<file path="config.mk">
export PLATFORM = sky130hd
export DESIGN_NAME = mips_execute_unit
export DESIGN_NICKNAME = d
export VERILOG_FILES = /design/src/rtl/core/meu_pkg.sv /design/src/rtl/core/meu_ctrl.sv /design/src/rtl/core/meu_dp.sv /design/src/rtl/core/mips_execute_unit.sv
export SDC_FILE = /design/constraint.sdc
export NUM_CORES = 2
export LEC_CHECK = 0
export ABC_AREA = 1
export BUFFER_PORTS_ARGS = -buffer_cell sky130_fd_sc_hd__buf_2
export CAP_MARGIN = 20
export CORE_ASPECT_RATIO = 1.5
export CORE_UTILIZATION = 45
export CTS_CLUSTER_SIZE = 12
export DETAILED_ROUTE_END_ITERATION = 16
export SKIP_LAST_GASP = 1
export SYNTH_ARGS = -nofsm -noshare
export SYNTH_HDL_FRONTEND = slang
export SYNTH_SLANG_ARGS = --single-unit
</file>
<file path="constraint.sdc">
create_clock -name aclk -period 29 [get_ports aclk]
set_input_delay 1.45 -clock aclk [delete_from_list [all_inputs] [get_ports aclk]]
set_output_delay 1.45 -clock aclk [all_outputs]
set_load 0.02 [all_outputs]
</file>
<file path="src/rtl/core/meu_pkg.sv">
// Package: operation codes, result actions, controller states and command types.
`timescale 1ns / 1ps
package meu_pkg;

    localparam int unsigned XLEN = 32;
    localparam int unsigned CNT_W = 6;

    typedef enum logic [5:0] {
        OP_ADD = 6'd0, OP_ADDU = 6'd1, OP_SUB = 6'd2, OP_SUBU = 6'd3,
        OP_MUL = 6'd4, OP_MULU = 6'd5, OP_MULT = 6'd6, OP_MULTU = 6'd7,
        OP_DIV = 6'd8, OP_DIVU = 6'd9, OP_DIV_HILO = 6'd10, OP_DIVU_HILO = 6'd11,
        OP_XOR = 6'd12, OP_NEG = 6'd13, OP_REM = 6'd14, OP_REMU = 6'd15,
        OP_SEQ = 6'd16, OP_SGE = 6'd17, OP_SGT = 6'd18, OP_SLE = 6'd19,
        OP_SLT = 6'd20, OP_SNE = 6'd21,
        OP_BEQ = 6'd22, OP_BNE = 6'd23, OP_BGE = 6'd24, OP_BLE = 6'd25,
        OP_BGT = 6'd26, OP_BLT = 6'd27, OP_BEQZ = 6'd28, OP_BNEZ = 6'd29,
        OP_BLEZ = 6'd30, OP_BGEZ = 6'd31, OP_BGTZ = 6'd32, OP_BLTZ = 6'd33,
        OP_JUMP = 6'd34, OP_LA = 6'd35, OP_LB = 6'd36, OP_LH = 6'd37,
        OP_LW = 6'd38, OP_SB = 6'd39, OP_SH = 6'd40, OP_SW = 6'd41,
        OP_MOVE = 6'd42, OP_MFHI = 6'd43, OP_MFLO = 6'd44
    } op_t;

    typedef enum logic [2:0] {
        ACT_REG = 3'd0, ACT_HILO = 3'd1, ACT_TAKEN = 3'd2,
        ACT_NOT_TAKEN = 3'd3, ACT_LOAD = 3'd4, ACT_STORE = 3'd5
    } act_t;

    typedef enum logic [1:0] {
        ST_IDLE = 2'd0, ST_DIV = 2'd1, ST_FIN = 2'd2, ST_OUT = 2'd3
    } state_t;

    typedef struct packed {
        logic load;      // capture request
        logic div_start; // set up divider
        logic div_step;  // one quotient bit
        logic finish;    // form result into output register
    } cmd_t;

    typedef struct packed {
        logic is_div;
        logic div_last;
    } sts_t;

    function automatic logic is_div_op(logic [5:0] op);
        return op == OP_DIV || op == OP_DIVU || op == OP_DIV_HILO ||
               op == OP_DIVU_HILO || op == OP_REM || op == OP_REMU;
    endfunction

endpackage

</file>
<file path="src/rtl/core/meu_ctrl.sv">
// Controller: sequences capture, divide iterations and result hand-off.
`timescale 1ns / 1ps
module meu_ctrl (
    input  logic            aclk,
    input  logic            aresetn,
    input  logic            s_valid,
    output logic            s_ready,
    output logic            m_valid,
    input  logic            m_ready,
    input  meu_pkg::sts_t   sts,
    output meu_pkg::cmd_t   cmd
);
    meu_pkg::state_t state_reg, state_next;

    always_ff @(posedge aclk) begin
        if (!aresetn) state_reg <= meu_pkg::ST_IDLE;
        else state_reg <= state_next;
    end

    always_comb begin
        state_next = state_reg;
        unique case (state_reg)
            meu_pkg::ST_IDLE: if (s_valid)
                state_next = sts.is_div ? meu_pkg::ST_DIV : meu_pkg::ST_FIN;
            meu_pkg::ST_DIV: if (sts.div_last) state_next = meu_pkg::ST_FIN;
            meu_pkg::ST_FIN: state_next = meu_pkg::ST_OUT;
            meu_pkg::ST_OUT: if (m_ready) state_next = meu_pkg::ST_IDLE;
            default: state_next = meu_pkg::ST_IDLE;
        endcase
    end

    always_comb begin
        s_ready = (state_reg == meu_pkg::ST_IDLE);
        m_valid = (state_reg == meu_pkg::ST_OUT);
        cmd.load = s_ready && s_valid;
        cmd.div_start = s_ready && s_valid && sts.is_div;
        cmd.div_step = (state_reg == meu_pkg::ST_DIV);
        cmd.finish = (state_reg == meu_pkg::ST_FIN);
    end
endmodule

</file>
<file path="src/rtl/core/meu_dp.sv">
// Datapath: operand capture, ALU, multiplier, restoring divider, hi/lo and result registers.
`timescale 1ns / 1ps
module meu_dp (
    input  logic                aclk,
    input  logic                aresetn,
    input  meu_pkg::cmd_t       cmd,
    output meu_pkg::sts_t       sts,
    input  logic [5:0]          s_operation,
    input  logic [31:0]         s_operand_a,
    input  logic [31:0]         s_operand_b,
    input  logic signed [31:0]  s_offset,
    input  logic [31:0]         s_branch_target,
    output logic [2:0]          m_action,
    output logic [31:0]         m_result_value,
    output logic [31:0]         m_result_high,
    output logic [31:0]         m_next_pc,
    output logic [2:0]          m_access_bytes,
    output logic                m_divide_by_zero
);
    localparam int unsigned CNTW = meu_pkg::CNT_W;
    logic [5:0]  op_reg;
    logic [31:0] a_reg, b_reg, off_reg, tgt_reg;
    logic [31:0] hi_reg, lo_reg, hi_next, lo_next;
    logic [31:0] quo_reg, rem_reg, dvs_reg;
    logic [CNTW-1:0] cnt_reg;
    logic        neg_q_reg, neg_r_reg;

    logic sgn_op;
    logic [31:0] mag_a, mag_b;
    logic [32:0] trial;
    logic [31:0] shifted;

    assign sgn_op = s_operation == meu_pkg::OP_DIV || s_operation == meu_pkg::OP_DIV_HILO ||
                    s_operation == meu_pkg::OP_REM;
    assign mag_a = (sgn_op && s_operand_a[31]) ? 32'(-s_operand_a) : s_operand_a;
    assign mag_b = (sgn_op && s_operand_b[31]) ? 32'(-s_operand_b) : s_operand_b;
    assign shifted = {rem_reg[30:0], quo_reg[31]};
    assign trial = {rem_reg, quo_reg[31]} - {1'b0, dvs_reg};

    assign sts.is_div = meu_pkg::is_div_op(s_operation);
    assign sts.div_last = (cnt_reg == CNTW'(31));

    always_ff @(posedge aclk) begin
        if (cmd.load) begin
            op_reg <= s_operation;
            a_reg <= s_operand_a;
            b_reg <= s_operand_b;
            off_reg <= s_offset;
            tgt_reg <= s_branch_target;
        end
        if (cmd.div_start) begin
            quo_reg <= mag_a;
            rem_reg <= '0;
            dvs_reg <= mag_b;
            cnt_reg <= '0;
            neg_q_reg <= sgn_op && (s_operand_a[31] ^ s_operand_b[31]);
            neg_r_reg <= sgn_op && s_operand_a[31];
        end else if (cmd.div_step) begin
            // restoring step: shift in a dividend bit, subtract if it fits
            if (!trial[32]) rem_reg <= trial[31:0];
            else rem_reg <= shifted;
            quo_reg <= {quo_reg[30:0], ~trial[32]};
            cnt_reg <= cnt_reg + CNTW'(1);
        end
    end

    // result forming
    logic [63:0] prod_u;
    logic [31:0] ph_s, q_f, r_f;
    logic        dz, lt_ab, lt_ba;
    logic        cond, is_br;
    logic [2:0]  act_c, bytes_c;
    logic [31:0] val_c, high_c;

    always_comb begin
        prod_u = {32'd0, a_reg} * {32'd0, b_reg};
        ph_s = prod_u[63:32] - (a_reg[31] ? b_reg : 32'd0) - (b_reg[31] ? a_reg : 32'd0);
        dz = (b_reg == '0);
        q_f = dz ? '0 : (neg_q_reg ? 32'(-quo_reg) : quo_reg);
        r_f = dz ? '0 : (neg_r_reg ? 32'(-rem_reg) : rem_reg);
        lt_ab = (a_reg ^ 32'h8000_0000) < (b_reg ^ 32'h8000_0000);
        lt_ba = (b_reg ^ 32'h8000_0000) < (a_reg ^ 32'h8000_0000);
        act_c = meu_pkg::ACT_REG;
        val_c = '0;
        high_c = '0;
        bytes_c = '0;
        cond = 1'b0;
        is_br = 1'b0;
        hi_next = hi_reg;
        lo_next = lo_reg;
        unique case (op_reg)
            meu_pkg::OP_ADD, meu_pkg::OP_ADDU: val_c = a_reg + b_reg;
            meu_pkg::OP_SUB, meu_pkg::OP_SUBU: val_c = a_reg - b_reg;
            meu_pkg::OP_MUL, meu_pkg::OP_MULU: val_c = prod_u[31:0];
            meu_pkg::OP_MULT, meu_pkg::OP_MULTU: begin
                act_c = meu_pkg::ACT_HILO;
                val_c = prod_u[31:0];
                high_c = (op_reg == meu_pkg::OP_MULT) ? ph_s : prod_u[63:32];
                lo_next = val_c;
                hi_next = high_c;
            end
            meu_pkg::OP_DIV, meu_pkg::OP_DIVU: val_c = q_f;
            meu_pkg::OP_REM, meu_pkg::OP_REMU: val_c = r_f;
            meu_pkg::OP_DIV_HILO, meu_pkg::OP_DIVU_HILO: begin
                act_c = meu_pkg::ACT_HILO;
                val_c = q_f;
                high_c = r_f;
                lo_next = q_f;
                hi_next = r_f;
            end
            meu_pkg::OP_XOR: val_c = a_reg ^ b_reg;
            meu_pkg::OP_NEG: val_c = 32'(-a_reg);
            meu_pkg::OP_SEQ: val_c = 32'(a_reg == b_reg);
            meu_pkg::OP_SGE: val_c = 32'(!lt_ab);
            meu_pkg::OP_SGT: val_c = 32'(lt_ba);
            meu_pkg::OP_SLE: val_c = 32'(!lt_ba);
            meu_pkg::OP_SLT: val_c = 32'(lt_ab);
            meu_pkg::OP_SNE: val_c = 32'(a_reg != b_reg);
            meu_pkg::OP_BEQ: begin is_br = 1'b1; cond = a_reg == b_reg; end
            meu_pkg::OP_BNE: begin is_br = 1'b1; cond = a_reg != b_reg; end
            meu_pkg::OP_BGE: begin is_br = 1'b1; cond = !lt_ab; end
            meu_pkg::OP_BLE: begin is_br = 1'b1; cond = !lt_ba; end
            meu_pkg::OP_BGT: begin is_br = 1'b1; cond = lt_ba; end
            meu_pkg::OP_BLT: begin is_br = 1'b1; cond = lt_ab; end
            meu_pkg::OP_BEQZ: begin is_br = 1'b1; cond = a_reg == '0; end
            meu_pkg::OP_BNEZ: begin is_br = 1'b1; cond = a_reg != '0; end
            meu_pkg::OP_BLEZ: begin is_br = 1'b1; cond = a_reg == '0 || a_reg[31]; end
            meu_pkg::OP_BGEZ: begin is_br = 1'b1; cond = !a_reg[31]; end
            meu_pkg::OP_BGTZ: begin is_br = 1'b1; cond = a_reg != '0 && !a_reg[31]; end
            meu_pkg::OP_BLTZ: begin is_br = 1'b1; cond = a_reg[31]; end
            meu_pkg::OP_JUMP: begin is_br = 1'b1; cond = 1'b1; end
            meu_pkg::OP_LA, meu_pkg::OP_LB, meu_pkg::OP_LH, meu_pkg::OP_LW: begin
                act_c = meu_pkg::ACT_LOAD;
                val_c = a_reg + off_reg;
                bytes_c = (op_reg == meu_pkg::OP_LA) ? 3'd0 :
                          (op_reg == meu_pkg::OP_LB) ? 3'd1 :
                          (op_reg == meu_pkg::OP_LH) ? 3'd2 : 3'd4;
            end
            meu_pkg::OP_SB, meu_pkg::OP_SH, meu_pkg::OP_SW: begin
                act_c = meu_pkg::ACT_STORE;
                val_c = a_reg + off_reg;
                high_c = b_reg;
                bytes_c = (op_reg == meu_pkg::OP_SB) ? 3'd1 :
                          (op_reg == meu_pkg::OP_SH) ? 3'd2 : 3'd4;
            end
            meu_pkg::OP_MOVE: val_c = a_reg;
            meu_pkg::OP_MFHI: val_c = hi_reg;
            meu_pkg::OP_MFLO: val_c = lo_reg;
            default: act_c = meu_pkg::ACT_NOT_TAKEN;
        endcase
        if (is_br) begin
            act_c = cond ? meu_pkg::ACT_TAKEN : meu_pkg::ACT_NOT_TAKEN;
            val_c = '0;
        end
    end

    always_ff @(posedge aclk) begin
        if (!aresetn) begin
            hi_reg <= '0;
            lo_reg <= '0;
        end else if (cmd.finish) begin
            hi_reg <= hi_next;
            lo_reg <= lo_next;
        end
    end

    always_ff @(posedge aclk) begin
        if (cmd.finish) begin
            m_action <= act_c;
            m_result_value <= val_c;
            m_result_high <= high_c;
            m_next_pc <= (is_br && cond) ? tgt_reg : '0;
            m_access_bytes <= bytes_c;
            m_divide_by_zero <= meu_pkg::is_div_op(op_reg) && dz;
        end
    end
endmodule

</file>
<file path="src/rtl/core/mips_execute_unit.sv">
// Top level of the execute unit: controller plus datapath.
//   channel  direction  handshake            payload
//   s_       in         s_valid / s_ready    operation, operand_a, operand_b, offset, branch_target
//   m_       out        m_valid / m_ready    action, result_value, result_high, next_pc,
//                                            access_bytes, divide_by_zero
// Non-divide requests pass from acceptance through ST_FIN to ST_OUT, where m_valid rises;
// divide and remainder requests first pass through ST_DIV for the
// 32 iterations of the shared restoring divider.
// One request is in flight at a time; s_ready returns the cycle after the result is taken.
// Synchronous active-low reset clears the controller and hi/lo.
// A stalled result holds in the output register until m_ready.
`timescale 1ns / 1ps
module mips_execute_unit (
    input  logic                aclk,
    input  logic                aresetn,
    input  logic                s_valid,
    output logic                s_ready,
    input  logic [5:0]          s_operation,
    input  logic [31:0]         s_operand_a,
    input  logic [31:0]         s_operand_b,
    input  logic signed [31:0]  s_offset,
    input  logic [31:0]         s_branch_target,
    output logic                m_valid,
    input  logic                m_ready,
    output logic [2:0]          m_action,
    output logic [31:0]         m_result_value,
    output logic [31:0]         m_result_high,
    output logic [31:0]         m_next_pc,
    output logic [2:0]          m_access_bytes,
    output logic                m_divide_by_zero
);
    meu_pkg::cmd_t cmd;
    meu_pkg::sts_t sts;

    meu_ctrl u_ctrl (
        .aclk(aclk), .aresetn(aresetn), .s_valid(s_valid), .s_ready(s_ready),
        .m_valid(m_valid), .m_ready(m_ready), .sts(sts), .cmd(cmd)
    );

    meu_dp u_dp (
        .aclk(aclk), .aresetn(aresetn), .cmd(cmd), .sts(sts),
        .s_operation(s_operation), .s_operand_a(s_operand_a), .s_operand_b(s_operand_b),
        .s_offset(s_offset), .s_branch_target(s_branch_target),
        .m_action(m_action), .m_result_value(m_result_value),
        .m_result_high(m_result_high), .m_next_pc(m_next_pc),
        .m_access_bytes(m_access_bytes), .m_divide_by_zero(m_divide_by_zero)
    );
endmodule

</file>
==> impl_metrics.csv <==
group,metric,value,unit
run_status,outcome,"finished clean",
place,globalplace.congestion,1.10,
sta,finalHoldViolCount,0,
cts,cts_sinks,407,
worst_setup_path,slowest_stage,"edfxtp_1",
worst_setup_path,critPathRequiredTime,29.47,ns
final_layout,final_area,69200,sq um
global_route,grt_pass1_vias,61379,
place,port_buffers,242,
detailed_routing,drc,0,
global_route,grtUsageTotal,37.0,%
sta,period_share,41.1,%
final_layout,final_cell_mix,"inv_1, nand2_1, fa_1, nor2_1, ha_1",
yosys,synth.area.top_cells,"fa_1, edfxtp_1, inv_1",
die,die_h,465,um
yosys,yosys.area.top_type_share,28.9,%
yosys,synth.avg_cell_area,7.63,sq um
cts,htree_num_levels,2,
global_route,grt_pass1_wl,392000,um
cts,clockBufferDepth,3,
sta,fmax,0.0838,GHz
yosys,ys_ff_latch,407,
worst_setup_path,crit_family,"adder cells",
yosys,yosysSeqAreaShare,17.4,%
yosys,synthArstFlopShare,0,%
final_layout,nNetsFinal,10000,
detailed_routing,post_drt_wl_per_cell,25.7,um
detailed_routing,wirelength,268000,um
final_layout,drive_above_1_share,6.31,%
detailed_routing,drtAntennaViolNets,0,
sta,report.final.slew_viol_count,0,
detailed_routing,num_vias,57866,
sta,setup_tns,0,ns
detailed_routing,dr.first_iter.drc_count,4794,
cts,post_cts_buffers,0,
sta,finalSetupViolations,0,
yosys,syn-cell-area,64400,sq um
job,maxCapViolations,0,
die,die_x,311,um
place,post-dp-hpwl,214000,um
worst_hold_path,hold_path_class,"flip-flop to flip-flop",
worst_setup_path,crit_path_start_kind,"flip-flop",
cts,cts_tree,"built",
yosys,synthDistinctLibCells,65,
final_layout,seq_area,11200,sq um
worst_setup_path,path_buf_inv,7,
place,place_area,67700,sq um
cts,postCtsHoldBufs,0,
worst_setup_path,crit_top_cell,"fa_1",
yosys,synth_fp_nets,9941,
global_route,grt.met2_usage,65.7,%
worst_setup_path,worst-setup-path-type,"flip-flop to flip-flop",
global_route,grt.overflow.total,0,
final_layout,area_growth,7.39,%
die,io_pins,243,
yosys,synth_flop_cell,"edfxtp_1",
sta,period_needed,11.93,ns
die,coreArea,142000,sq um
yosys,yosys_warnings,0,
global_route,grt_max_degree,75,
die,dieArea,145000,sq um
sta,rsz0062_at_grt,"no",
yosys,synth_edf_count,303,
yosys,synthCells,8441,
final_layout,multi_input_area,44000,sq um
final_layout,n_fill_cell,14280,
sta,worst_pin_slew,1.29,ns
cts,insertion_delay,0.63,ns
worst_setup_path,cpPeakStageDelay,0.90,ns
global_route,grt_util_met3,5.09,%
cts,cts-root-buf,"clkbuf_16",
sta,slew_headroom,13.4,%
yosys,yosysTopAreaCell,"fa_1",
detailed_routing,firstDrtPassIters,6,
global_route,antenna_found_initial,19,
global_route,busiest_layer,"met2",
detailed_routing,via_per_inst,5.55,
die,row_count,169,
global_route,grt_use_met1,39.9,%
cts,cts_made_buffers,45,
cts,clkSlewWorstSetupHoldPaths,0.08,ns
worst_setup_path,end_kind,"flip-flop",
die,start_util,45.5,%
final_layout,layout.cells.most_common,"inv_1",
worst_setup_path,worstPathArrival,12.40,ns
cts,cts_resized,0,
worst_setup_path,critPathMaxFanout,18,
sta,skew,0.0380,ns
[metal layers]
| metal | share of wire, % | up-vias | wire, um |
|---|---|---|---|
| met5 | 0.026 | - | 70 |
| met4 | 8.9 | 12 | 23800 |
| met3 | 6.4 | 917 | 17300 |
| met2 | 50 | 2557 | 134000 |
| met1 | 35 | 28492 | 93000 |
| li1 | - | 25888 | - |
[synthesized netlist by cell type, types with 103 or more instances]
cell type and instances:
fa_1 930, nand2_1 1876, a21oi_1 357, ha_1 432
o21ai_0 396, xor2_1 103, inv_1 2082, clkbuf_1 314
nor2_1 517, dfxtp_1 104, nand3_1 266, edfxtp_1 303
[per-stage QoR]
step	worst slack, ns	cells	hold WS, ns	util [%]
floorplan	19.68	8441	0.438	-
global placement	17.33	10330	0.459	47.7
detailed placement	17.34	10334	0.466	47.8
CTS	17.22	10417	0.476	48.8
global route	16.71	10417	0.498	48.8
finish	17.07	10423	0.473	48.8
[final cells by class]
type                            instances  area share (%)
Antenna cell                            6          0.0217
Clock buffer                           67            1.85
Clock inverter                         16           0.266
Inverter                             2091            11.4
Multi-Input combinational cell       5574            63.6
Sequential cell                       407            16.2
Tap cell                             1881            3.40
Timing Repair Buffer                  381            3.31
[worst reg2reg max path, delay by kind of cell (launching register included)]
kind	cells	cell delay [ns]
DFF	1	0.90
AOI/OAI and AO/OA	9	2.51
xor gates and xnor gates	2	0.32
adders and majority gates	12	5.52
buffers and inverters	7	1.00
and+or+nand+nor	8	1.52
[path summary, 6_finish.rpt]
check	startpoint	slack, ns	depth (start not counted)	endpoint
worst min-delay path	u_dp.cnt_reg[5]	0.47	2	u_dp.cnt_reg[5]
worst max-delay path	u_dp.b_reg[12]	17.07	38	u_dp.m_result_high[16]
worst max register to register	u_dp.b_reg[12]	17.07	38	u_dp.m_result_high[16]
worst min register to register	u_dp.cnt_reg[5]	0.47	2	u_dp.cnt_reg[5]
[cells by family after synthesis]
kind of cell	after synthesis	synth area share, %
muxes	2	0.0330
AOI/OAI and AO/OA	1097	9.87
DFF	407	17.4
and+or+nand+nor	2942	18.7
adders and majority gates	1362	37.3
xor gates and xnor gates	171	2.33
buffers and inverters	2460	14.4
Power is left out: the tool's default activity adds up to more than one toggle a clock period on the data nets, which glitch-free logic cannot reach.
